===== src/hdl/wsd_pkg.sv =====
// Shared types and constants for the WebSocket frame deframer.
// No dependencies; used by wsd_parser and websocket_frame_deframer.
`default_nettype none

package wsd_pkg;

  // Values of the 7-bit length field that announce an extended length
  localparam logic [6:0] LEN_EXT16 = 7'd126;
  localparam logic [6:0] LEN_EXT64 = 7'd127;
  localparam logic [7:0] LEN_MASK  = 8'h7F;

  // Count of extended length and key bytes
  localparam logic [3:0] EXT16_BYTES = 4'd2;
  localparam logic [3:0] EXT64_BYTES = 4'd8;
  localparam logic [3:0] KEY_BYTES   = 4'd4;

  typedef enum logic [2:0] {
    PH_HDR0,
    PH_HDR1,
    PH_EXT,
    PH_KEY,
    PH_DATA
  } phase_t;

  typedef struct packed {
    logic [7:0] payload_byte;
    logic [3:0] frame_opcode;
    logic       final_fragment;
    logic       last_in_frame;
    logic       empty_frame;
  } result_t;

endpackage

`default_nettype wire


===== src/hdl/wsd_parser.sv =====
// Header parser and payload unmasking for the deframer.
// Depends on wsd_pkg; one state update per accepted byte.
`default_nettype none

module wsd_parser (
  input  wire logic             clk,
  input  wire logic             rst_n,
  input  wire logic             byte_en,
  input  wire logic [7:0]       data_byte,
  output logic                  res_valid,
  output wsd_pkg::result_t      res
);

  wsd_pkg::phase_t phase_r, phase_nxt;
  logic        fin_r, fin_nxt;
  logic [3:0]  opcode_r, opcode_nxt;
  logic        mask_on_r, mask_on_nxt;
  logic [3:0]  hdr_cnt_r, hdr_cnt_nxt;
  logic [63:0] remain_r, remain_nxt;
  logic [31:0] key_r, key_nxt;
  logic [1:0]  key_idx_r, key_idx_nxt;

  logic [6:0]  len7;
  logic [63:0] ext_shift;
  logic [7:0]  key_byte;

  assign len7      = data_byte[6:0] & wsd_pkg::LEN_MASK[6:0];
  assign ext_shift = {remain_r[55:0], data_byte};

  always_comb begin
    case (key_idx_r)
      2'd0:    key_byte = key_r[31:24];
      2'd1:    key_byte = key_r[23:16];
      2'd2:    key_byte = key_r[15:8];
      default: key_byte = key_r[7:0];
    endcase
  end

  always_comb begin
    phase_nxt   = phase_r;
    fin_nxt     = fin_r;
    opcode_nxt  = opcode_r;
    mask_on_nxt = mask_on_r;
    hdr_cnt_nxt = hdr_cnt_r;
    remain_nxt  = remain_r;
    key_nxt     = key_r;
    key_idx_nxt = key_idx_r;
    res_valid   = 1'b0;
    res.payload_byte   = 8'd0;
    res.frame_opcode   = opcode_r;
    res.final_fragment = fin_r;
    res.last_in_frame  = 1'b0;
    res.empty_frame    = 1'b0;

    if (byte_en) begin
      case (phase_r)
        wsd_pkg::PH_HDR1: begin
          mask_on_nxt = data_byte[7];
          key_nxt     = 32'd0;
          remain_nxt  = 64'd0;
          if (len7 == wsd_pkg::LEN_EXT16) begin
            hdr_cnt_nxt = wsd_pkg::EXT16_BYTES;
            phase_nxt   = wsd_pkg::PH_EXT;
          end else if (len7 == wsd_pkg::LEN_EXT64) begin
            hdr_cnt_nxt = wsd_pkg::EXT64_BYTES;
            phase_nxt   = wsd_pkg::PH_EXT;
          end else begin
            remain_nxt = {57'd0, len7};
            if (data_byte[7]) begin
              hdr_cnt_nxt = wsd_pkg::KEY_BYTES;
              phase_nxt   = wsd_pkg::PH_KEY;
            end else begin
              key_idx_nxt = 2'd0;
              hdr_cnt_nxt = 4'd0;
              if (len7 == 7'd0) begin
                phase_nxt         = wsd_pkg::PH_HDR0;
                res_valid         = 1'b1;
                res.last_in_frame = 1'b1;
                res.empty_frame   = 1'b1;
              end else begin
                phase_nxt = wsd_pkg::PH_DATA;
              end
            end
          end
        end

        wsd_pkg::PH_EXT: begin
          remain_nxt  = ext_shift;
          hdr_cnt_nxt = hdr_cnt_r - 4'd1;
          if (hdr_cnt_r == 4'd1) begin
            if (mask_on_r) begin
              hdr_cnt_nxt = wsd_pkg::KEY_BYTES;
              phase_nxt   = wsd_pkg::PH_KEY;
            end else begin
              key_idx_nxt = 2'd0;
              hdr_cnt_nxt = 4'd0;
              if (ext_shift == 64'd0) begin
                phase_nxt         = wsd_pkg::PH_HDR0;
                res_valid         = 1'b1;
                res.last_in_frame = 1'b1;
                res.empty_frame   = 1'b1;
              end else begin
                phase_nxt = wsd_pkg::PH_DATA;
              end
            end
          end
        end

        wsd_pkg::PH_KEY: begin
          key_nxt     = {key_r[23:0], data_byte};
          hdr_cnt_nxt = hdr_cnt_r - 4'd1;
          if (hdr_cnt_r == 4'd1) begin
            key_idx_nxt = 2'd0;
            hdr_cnt_nxt = 4'd0;
            if (remain_r == 64'd0) begin
              phase_nxt         = wsd_pkg::PH_HDR0;
              res_valid         = 1'b1;
              res.last_in_frame = 1'b1;
              res.empty_frame   = 1'b1;
            end else begin
              phase_nxt = wsd_pkg::PH_DATA;
            end
          end
        end

        wsd_pkg::PH_DATA: begin
          key_idx_nxt      = key_idx_r + 2'd1;
          remain_nxt       = remain_r - 64'd1;
          res_valid        = 1'b1;
          res.payload_byte = data_byte ^ key_byte;
          // remain_r is never zero here, so one left means this is the last
          if (remain_r == 64'd1) begin
            phase_nxt         = wsd_pkg::PH_HDR0;
            res.last_in_frame = 1'b1;
          end
        end

        default: begin
          fin_nxt    = data_byte[7];
          opcode_nxt = data_byte[3:0];
          phase_nxt  = wsd_pkg::PH_HDR1;
        end
      endcase
    end
  end

  always_ff @(posedge clk) begin
    if (!rst_n) begin
      phase_r   <= wsd_pkg::PH_HDR0;
      fin_r     <= 1'b0;
      opcode_r  <= 4'd0;
      mask_on_r <= 1'b0;
      hdr_cnt_r <= 4'd0;
      remain_r  <= 64'd0;
      key_r     <= 32'd0;
      key_idx_r <= 2'd0;
    end else begin
      phase_r   <= phase_nxt;
      fin_r     <= fin_nxt;
      opcode_r  <= opcode_nxt;
      mask_on_r <= mask_on_nxt;
      hdr_cnt_r <= hdr_cnt_nxt;
      remain_r  <= remain_nxt;
      key_r     <= key_nxt;
      key_idx_r <= key_idx_nxt;
    end
  end

endmodule

`default_nettype wire


===== src/hdl/websocket_frame_deframer.sv =====
// Top level of the WebSocket frame deframer: parser plus output skid stage.
// Depends on wsd_pkg and wsd_parser.
//
// Usage:
//   Input channel (in_valid / in_stall / in_data_byte) carries the raw frame
//   stream, one byte per beat, frames back to back. Output channel
//   (out_valid / out_stall / out_*) carries one beat per payload byte,
//   unmasked, tagged with the frame's opcode and fin bit; last_in_frame marks
//   the final payload byte. A frame with no payload gives one empty marker
//   beat (payload zero, last and empty set) when its header completes.
//   Header bytes otherwise give no output beat.
//   Results are registered in the output register, or the skid register if
//   that is full and stalled. Throughput: one byte per cycle while in_stall
//   is low, set by the parser update (64-bit length decrement and compare).
//   Reset (synchronous, rst_n low) returns the parser to expect the first
//   header byte of a new frame and empties the output stage.
//   When the receiver stalls, the output register holds its beat and one
//   further result lands in the skid register; in_stall then rises and
//   holds until the skid beat moves to the output register.
`default_nettype none

module websocket_frame_deframer (
  input  wire logic       clk,
  input  wire logic       rst_n,
  input  wire logic       in_valid,
  output logic            in_stall,
  input  wire logic [7:0] in_data_byte,
  output logic            out_valid,
  input  wire logic       out_stall,
  output logic [7:0]      out_payload_byte,
  output logic [3:0]      out_frame_opcode,
  output logic            out_final_fragment,
  output logic            out_last_in_frame,
  output logic            out_empty_frame
);

  logic             in_take;
  logic             out_take;
  logic             res_valid;
  wsd_pkg::result_t res;

  // Output register and skid register; the skid is full only while the
  // output register is full and stalled.
  logic             out_v_r;
  wsd_pkg::result_t out_r;
  logic             skid_v_r;
  wsd_pkg::result_t skid_r;

  // Stall input whenever the skid holds a beat: one more result could be lost
  assign in_stall = skid_v_r;
  assign in_take  = in_valid & ~skid_v_r;
  assign out_take = out_v_r & ~out_stall;

  wsd_parser u_parser (
    .clk       (clk),
    .rst_n     (rst_n),
    .byte_en   (in_take),
    .data_byte (in_data_byte),
    .res_valid (res_valid),
    .res       (res)
  );

  // Control: valid flags of the two stages
  always_ff @(posedge clk) begin
    if (!rst_n) begin
      out_v_r  <= 1'b0;
      skid_v_r <= 1'b0;
    end else if (skid_v_r) begin
      // Advance the skid beat once the output register frees up
      if (out_take) begin
        skid_v_r <= 1'b0;
      end
    end else if (in_take && res_valid) begin
      if (out_v_r && !out_take) begin
        skid_v_r <= 1'b1;
      end else begin
        out_v_r <= 1'b1;
      end
    end else if (out_take) begin
      out_v_r <= 1'b0;
    end
  end

  // Payload: no reset needed
  always_ff @(posedge clk) begin
    if (skid_v_r) begin
      if (out_take) begin
        out_r <= skid_r;
      end
    end else if (in_take && res_valid) begin
      if (out_v_r && !out_take) begin
        skid_r <= res;
      end else begin
        out_r <= res;
      end
    end
  end

  assign out_valid          = out_v_r;
  assign out_payload_byte   = out_r.payload_byte;
  assign out_frame_opcode   = out_r.frame_opcode;
  assign out_final_fragment = out_r.final_fragment;
  assign out_last_in_frame  = out_r.last_in_frame;
  assign out_empty_frame    = out_r.empty_frame;

endmodule

`default_nettype wire


===== config.mk =====
export PLATFORM = sky130hd
export DESIGN_NAME = websocket_frame_deframer
export DESIGN_NICKNAME = d
export VERILOG_FILES = /design/src/hdl/wsd_pkg.sv /design/src/hdl/wsd_parser.sv /design/src/hdl/websocket_frame_deframer.sv
export SDC_FILE = /design/constraint.sdc
export NUM_CORES = 1
export LEC_CHECK = 0
export ABC_AREA = 1
export BUFFER_PORTS_ARGS = -buffer_cell sky130_fd_sc_hd__buf_4
export CORE_MARGIN = 2
export CORE_UTILIZATION = 60
export CTS_CLUSTER_SIZE = 25
export DETAILED_ROUTE_END_ITERATION = 8
export GPL_TIMING_DRIVEN = 1
export PLACE_DENSITY = 0.77
export SYNTH_ARGS = -nofsm -noshare
export SYNTH_HDL_FRONTEND = slang
export SYNTH_HIERARCHICAL = 1
export SYNTH_SLANG_ARGS = --single-unit

===== constraint.sdc =====
create_clock -name clk -period 6.6 [get_ports clk]
set_input_delay 0.99 -clock clk [delete_from_list [all_inputs] [get_ports clk]]
set_output_delay 0.99 -clock clk [all_outputs]
set_load 0.1 [all_outputs]

Word level (Yosys, flattened, before mapping)
Index checks and enable logic that the tools add are counted.
{ "classes": {"n_addsub": 3, "n_eq_ne": 20, "muxes": 67, "bitwise_logic": 6, "reduce_logical": 24} }
{ "ops": {"columns": ["op", "count"], "rows": [
  ["$pmux 64 s3", 1],
  ["$logic_not 64->1", 2],
  ["$eq 64x1->1 const B", 1],
  ["$mux 64", 1],
  ["$pmux 32 s2", 1],
  ["$sub 64x1->64 const B", 1],
  ["$mux 15", 4],
  ["$mux 3", 12],
  ["$mux 2", 16],
  ["$pmux 8 s3", 1],
  ["$mux 1", 18],
  ["$mux 4", 4],
  ["$mux 8", 2],
  ["$eq 7x7->1 const B", 2],
  ["$ne 2x2->1 const B", 7],
  ["$pmux 3 s4", 1],
  ["$pmux 4 s3", 1],
  ["$reduce_and 2->1", 5],
  ["$reduce_and 3->1", 3],
  ["$pmux 1 s4", 2],
  ["$pmux 2 s4", 1],
  ["$reduce_and 8->1", 1],
  ["$xor 8x8->8", 1],
  ["$logic_not 7->1", 1],
  ["other kinds (21)", 31]
]} }
{ "word_totals": {"regBits": 143, "inputBits": 12, "output_inout_bits": 17} }

Logic depth before layout (Yosys ltp)
{ "logic_depth": {"word_depth": 10, "depth_mapped": 18} }

Cells and area by module
The synthesis kept the hierarchy.
{ "by_module_without_submodules": {"columns": ["module", "instances", "cells_each", "area_each_um2"], "rows": [
  ["wsd_parser", 1, 1147, 7106.8],
  ["websocket_frame_deframer", 1, 97, 1253.7]
]} }

Least setup slack after synthesis
OpenSTA, ideal clock, no wires.
{ "synth_path": {"path_type": "in2reg", "from": "in in_data_byte[0]", "to": "reg out_r (netlist bit out_empty_frame) (enable)", "setup_time_ns": 0.392, "t_arrival_ns": 2.867, "required_time_ns": 6.208, "setup_slack_ns": 3.341, "cell_stages": 14, "path_buffers": 1, "cell_sequence": "clkbuf_1 > nor2_1 > nand3_1 > nor2_1 > nand3_1 > nor2_1 > nand2_1 > nand2_1 > nand2_1 > nand3_1 > nand2_1 > inv_1 > nand3_2 > a21oi_1"} }
{ "synth_between": {"elab_chain_cells": 10} }
{ "synth_lines": {"columns": ["item", "line", "rtl"], "rows": [
  ["from (decl)", "websocket_frame_deframer.sv:27", "input wire logic [7:0] in_data_byte,"],
  ["branches (longest 5 deep; another with $logic_not 64->1)", null, null],
  ["$pmux 1 s4 *", "wsd_parser.sv:56", "case (phase_r)"],
  ["$mux 1 *", "wsd_parser.sv:55", "if (byte_en) begin"],
  ["net res_valid", "websocket_frame_deframer.sv:39", "logic res_valid;"],
  ["$logic_and 1x1->1 *", "websocket_frame_deframer.sv:90", "end else if (in_take && res_valid) begin"],
  ["$reduce_bool 2->1 (no source line) *", null, null],
  ["$reduce_and 3->1 (no source line) *", null, null],
  ["to (signal assigned)", "websocket_frame_deframer.sv:88", "out_r <= skid_r;"],
  ["to (signal assigned)", "websocket_frame_deframer.sv:94", "out_r <= res;"],
  ["to (decl)", "websocket_frame_deframer.sv:45", "wsd_pkg::result_t out_r;"]
]} }
Mark *: on every way through the listed nets, which the timed path passes.
A chain may end at the register's enable or synchronous reset.

Worst setup path after layout
{ "layout_path": {"from": "in in_valid", "to": "reg u_parser.key_r[0]"} }
{ "layout_between": {"elab_chain_cells": 2} }
{ "layout_lines": {"columns": ["item", "line", "rtl"], "rows": [
  ["from (decl)", "websocket_frame_deframer.sv:25", "input wire logic in_valid,"],
  ["$and 1x1->1", "websocket_frame_deframer.sv:51", "assign in_take = in_valid & ~skid_v_r;"],
  ["net in_take", "websocket_frame_deframer.sv:37", "logic in_take;"],
  ["$reduce_and 2->1 (no source line)", null, null],
  ["to (signal assigned)", "wsd_parser.sv:164", "key_r <= key_nxt;"],
  ["to (decl)", "wsd_parser.sv:20", "logic [31:0] key_r, key_nxt;"]
]} }
The timed path passes the listed nets, and every way through them passes these cells.

==> flow_summary_export.csv <==
group,metric,value,unit
placed_design,hpwl,15100,microns
synth,synth_nets,1264,
route,final_antenna_net_count,0,
timing,finalHoldViolCount,0,
worst_hold_path,timing.hold.worst_endpoint,"u_parser/key_r[29]",
setup_path,worst_setup_path_start_kind,"input port",
cells_and_area,area.sequential,3160,sq um
global_routing,grt_overflow,0,
clock_network,clk_pin_slew_worst_paths,0.06,ns
floorplan,effective_utilization_at_floorplan,60.9,%
global_routing,wire_length_of_the_first_global_routing_pass,36600,microns
setup_path,r2r_start,"u_parser/remain_r[0]",
cells_and_area,area_occupied_by_multi_input_gates,4610,sq um
timing,fin_skew,0.00954,ns
timing,max_slew_margin,19.1,%
cells_and_area,fillerInstances,1266,
worst_hold_path,min_path_cells,2,
setup_path,ff2ff_setup_slack,3.41,ns
route,route.detailed.wl_per_inst,15.8,microns
setup_path,timing.critical_path.required,6.95,ns
setup_path,worst-path-max-fanout,33,
placed_design,port_buffers,28,
floorplan,die_width,122,microns
setup_path,timing.reg2reg.worst_path_depth,15,
worst_hold_path,min_path_type,"register to register",
cells_and_area,final_util,66.8,%
global_routing,vias_in_the_first_global_route,7201,
timing,max_freq,312,MHz
clock_network,cts_tree,"built",
synth,total_standard_cell_area_after_synthesis,8360,sq um
cells_and_area,final_nets,1263,
clock_network,cts.repair.resized,0,
clock_network,cts_root_buffer,"sky130_fd_sc_hd__clkbuf_16",
synth,synthDistinctLibCells,47,
timing,setup_total_negative_slack,0,ns
synth,yosys_top_cell_area_share,27.1,%
setup_path,worst_setup_path_end_kind,"register",
synth,avgSynthCellArea,6.72,sq um
floorplan,pin_count,29,
power,worst_voltage_drop_across_the_vdd_grid,0.000187,V
setup_path,critical_path_class,"input port to register",
cells_and_area,final_area,9160,sq um
clock_network,cts_buffers,17,
cells_and_area,p_r_area_growth_vs_syn,9.55,%
status,outcome,"finished clean",
floorplan,rows,43,
timing,timing.final.crit_share,48.6,%
power,power_per_cell_area,282,nW/um^2
global_routing,antenna_found_initial,0,
setup_path,critical_path.reg2reg.endpoint,"skid_r[0]",
synth,netlist.top_cell.by_area,"sky130_fd_sc_hd__dfxtp_1",
clock_network,worstSkewPairLatency,0.43,ns
clock_network,number_of_post_cts_setup_repair_buffers,0,
run,drv_cap,0,
route,initial_drt_pass_iterations,5,
route,wl,22700,microns
worst_hold_path,hold_startpoint,"u_parser/key_r[29]",
power,p_leak,0.00379,uW
clock_network,cts_max_path_buffers,2,
route,detailedRoute.firstIterationViolations,972,
route,detail_route.vias_per_cell,5.90,
global_routing,grt_start_max_net_pins,74,
cells_and_area,n_antenna_cell,0,
synth,seq_area_frac_synth,37.8,%
setup_path,worst_ep_arrival_time,3.56,ns
synth,yosys_warnings,6,
synth,syn-instance-count,1244,
clock_network,ctsHtreeMaxLevel,4,
timing,worst_hold_slack,0.468,ns
route,detail_route.drc_violations,0,
cells_and_area,share_of_layout_cells_above_drive_strength_1,9.88,%
timing,rsz0062_at_grt,"no",
floorplan,die_area,14900,sq um
floorplan,core,13700,sq um
timing,max_slew.worst_pin.slew,1.21,ns
synth,synth_area_leaders,"sky130_fd_sc_hd__dfxtp_1 27%, sky130_fd_sc_hd__nand2_1 14%, sky130_fd_sc_hd__a21oi_1 11%, sky130_fd_sc_hd__edfxtp_1 11%, sky130_fd_sc_hd__nor2_1 6.6%",
route,vias,8461,
timing,setup-violations-final,0,
clock_network,cts-hold-fix-buffers,0,
timing,final-max-slew-violation-count,0,
floorplan,floorplan.die.height,122,microns
placed_design,placed_cell_area,8600,sq um
placed_design,gp_congestion,0.973,
timing,layout_min_cycle_time,3.21,ns
clock_network,cts.sink_count,143,
global_routing,groute.usage.overall,31.3,%
synth,synth_seq_cells,143,
synth_stat cells, drive strengths merged:
library cell  number
o32ai              1
inv               90
a31oi              6
nor4b              1
nand3b             9
ha                 8
nor3              21
and2               1
o31ai              2
o21ai             84
a21oi            181
o22ai              3
clkinv             1
a31o               2
nand4             11
a211oi             3
dfxtp            113
nor2             161
buf               19
or2               16
xor2               9
a22o               3
a311oi             1
o211ai             2
o221a              1
clkbuf            36
o21bai            10
edfxtp            30
xnor2              2
nand2            312
nand3            105
registers in the layout, indices dropped and copies added (netlist names), 2 cells and up:
signal / flops
out_frame_opcode: 4
out_payload_byte: 8
skid_r: 15
u_parser/hdr_cnt_r: 4
u_parser/key_idx_r: 2
u_parser/key_r: 32
u_parser/opcode_r: 4
u_parser/phase_r: 3
u_parser/remain_r: 64
worst max path at each step:
stage | start | endpoint | slack [ns] | cells after the start
global placement | in_valid | u_parser/key_r[12] | 3.08 | 9
global route | in_valid | u_parser/key_r[7] | 3.14 | 9
detailed placement | in_valid | u_parser/key_r[9] | 3.06 | 9
CTS | in_valid | u_parser/key_r[0] | 3.46 | 9
finish | in_valid | u_parser/key_r[0] | 3.39 | 9
floorplan | in_data_byte[0] | out_empty_frame | 3.34 | 14
kinds of logic (layout without fill, tap and decap cells):
kind of cell | Yosys count | in the layout | synth area share [%]
AND/OR/NAND/NOR | 637 | 637 | 33.6
AO/OA/AOI/OAI | 299 | 299 | 19.2
buffers and inverters | 146 | 157 | 7.11
flip-flops | 143 | 143 | 37.8
XOR/XNOR | 11 | 11 | 1.15
adder cells (fa/ha/maj) | 8 | 8 | 1.20
metal layers:
layer / wire, microns / vias up / GRT usage [%]
met4: 517 / 0 / 11.6
met3: 1850 / 41 / 4.78
met2: 9630 / 389 / 44.4
met1: 10700 / 3872 / 47.6
met5: 0 / - / 0
li1: - / 4159 / -
report_power, final:
part           internal [uW]  leakage (uW)  switching [uW]  total (uW)
Clock                    528      0.000266             385         913
Combinational            200       0.00230             464         664
Sequential               936       0.00122            69.9        1010
final cells by class:
class                           instances  area share (%)
Clock buffer                           19            4.84
Inverter                               91            3.78
Tap cell                              180            2.46
Clock inverter                         12            1.23
Sequential cell                       143            34.5
Timing Repair Buffer                   35            2.87
Multi-Input combinational cell        955            50.3
layout by cell type (no fill, tap or decap), drive strengths merged, types with 3 or more instances in the layout:
cell | Yosys | routed
o22ai | 3 | 3
clkinvlp | 0 | 3
o21ai | 84 | 84
o21bai | 10 | 10
clkinv | 1 | 5
inv | 90 | 94
buf | 19 | 35
nand3 | 105 | 105
dfxtp | 113 | 113
edfxtp | 30 | 30
nand2 | 312 | 312
nor3 | 21 | 21
ha | 8 | 8
nand4 | 11 | 11
a22o | 3 | 3
a211oi | 3 | 3
or2 | 16 | 16
xor2 | 9 | 9
nand3b | 9 | 9
a21oi | 181 | 181
a31oi | 6 | 6
nor2 | 161 | 161
clkbuf | 36 | 19
critical path, cell delays in order:
cell and delay [ns]:
sky130_fd_sc_hd__buf_4 0.09, sky130_fd_sc_hd__inv_1 0.08, sky130_fd_sc_hd__nor2_8 0.18, sky130_fd_sc_hd__inv_1 0.16
sky130_fd_sc_hd__nor2_1 0.16, sky130_fd_sc_hd__inv_1 0.43, sky130_fd_sc_hd__nor2_2 1.09, sky130_fd_sc_hd__nand2_1 0.17
sky130_fd_sc_hd__a21oi_1 0.20
per-stage QoR:
step	cells	power [uW]	setup WS, ns
detailed placement	1404	1660	3.06
global route	1435	2710	3.14
global placement	1404	1660	3.08
floorplan	1244	1500	3.34
CTS	1435	2570	3.46
finish	1435	2580	3.39
Power figures use the tool's default switching activity.
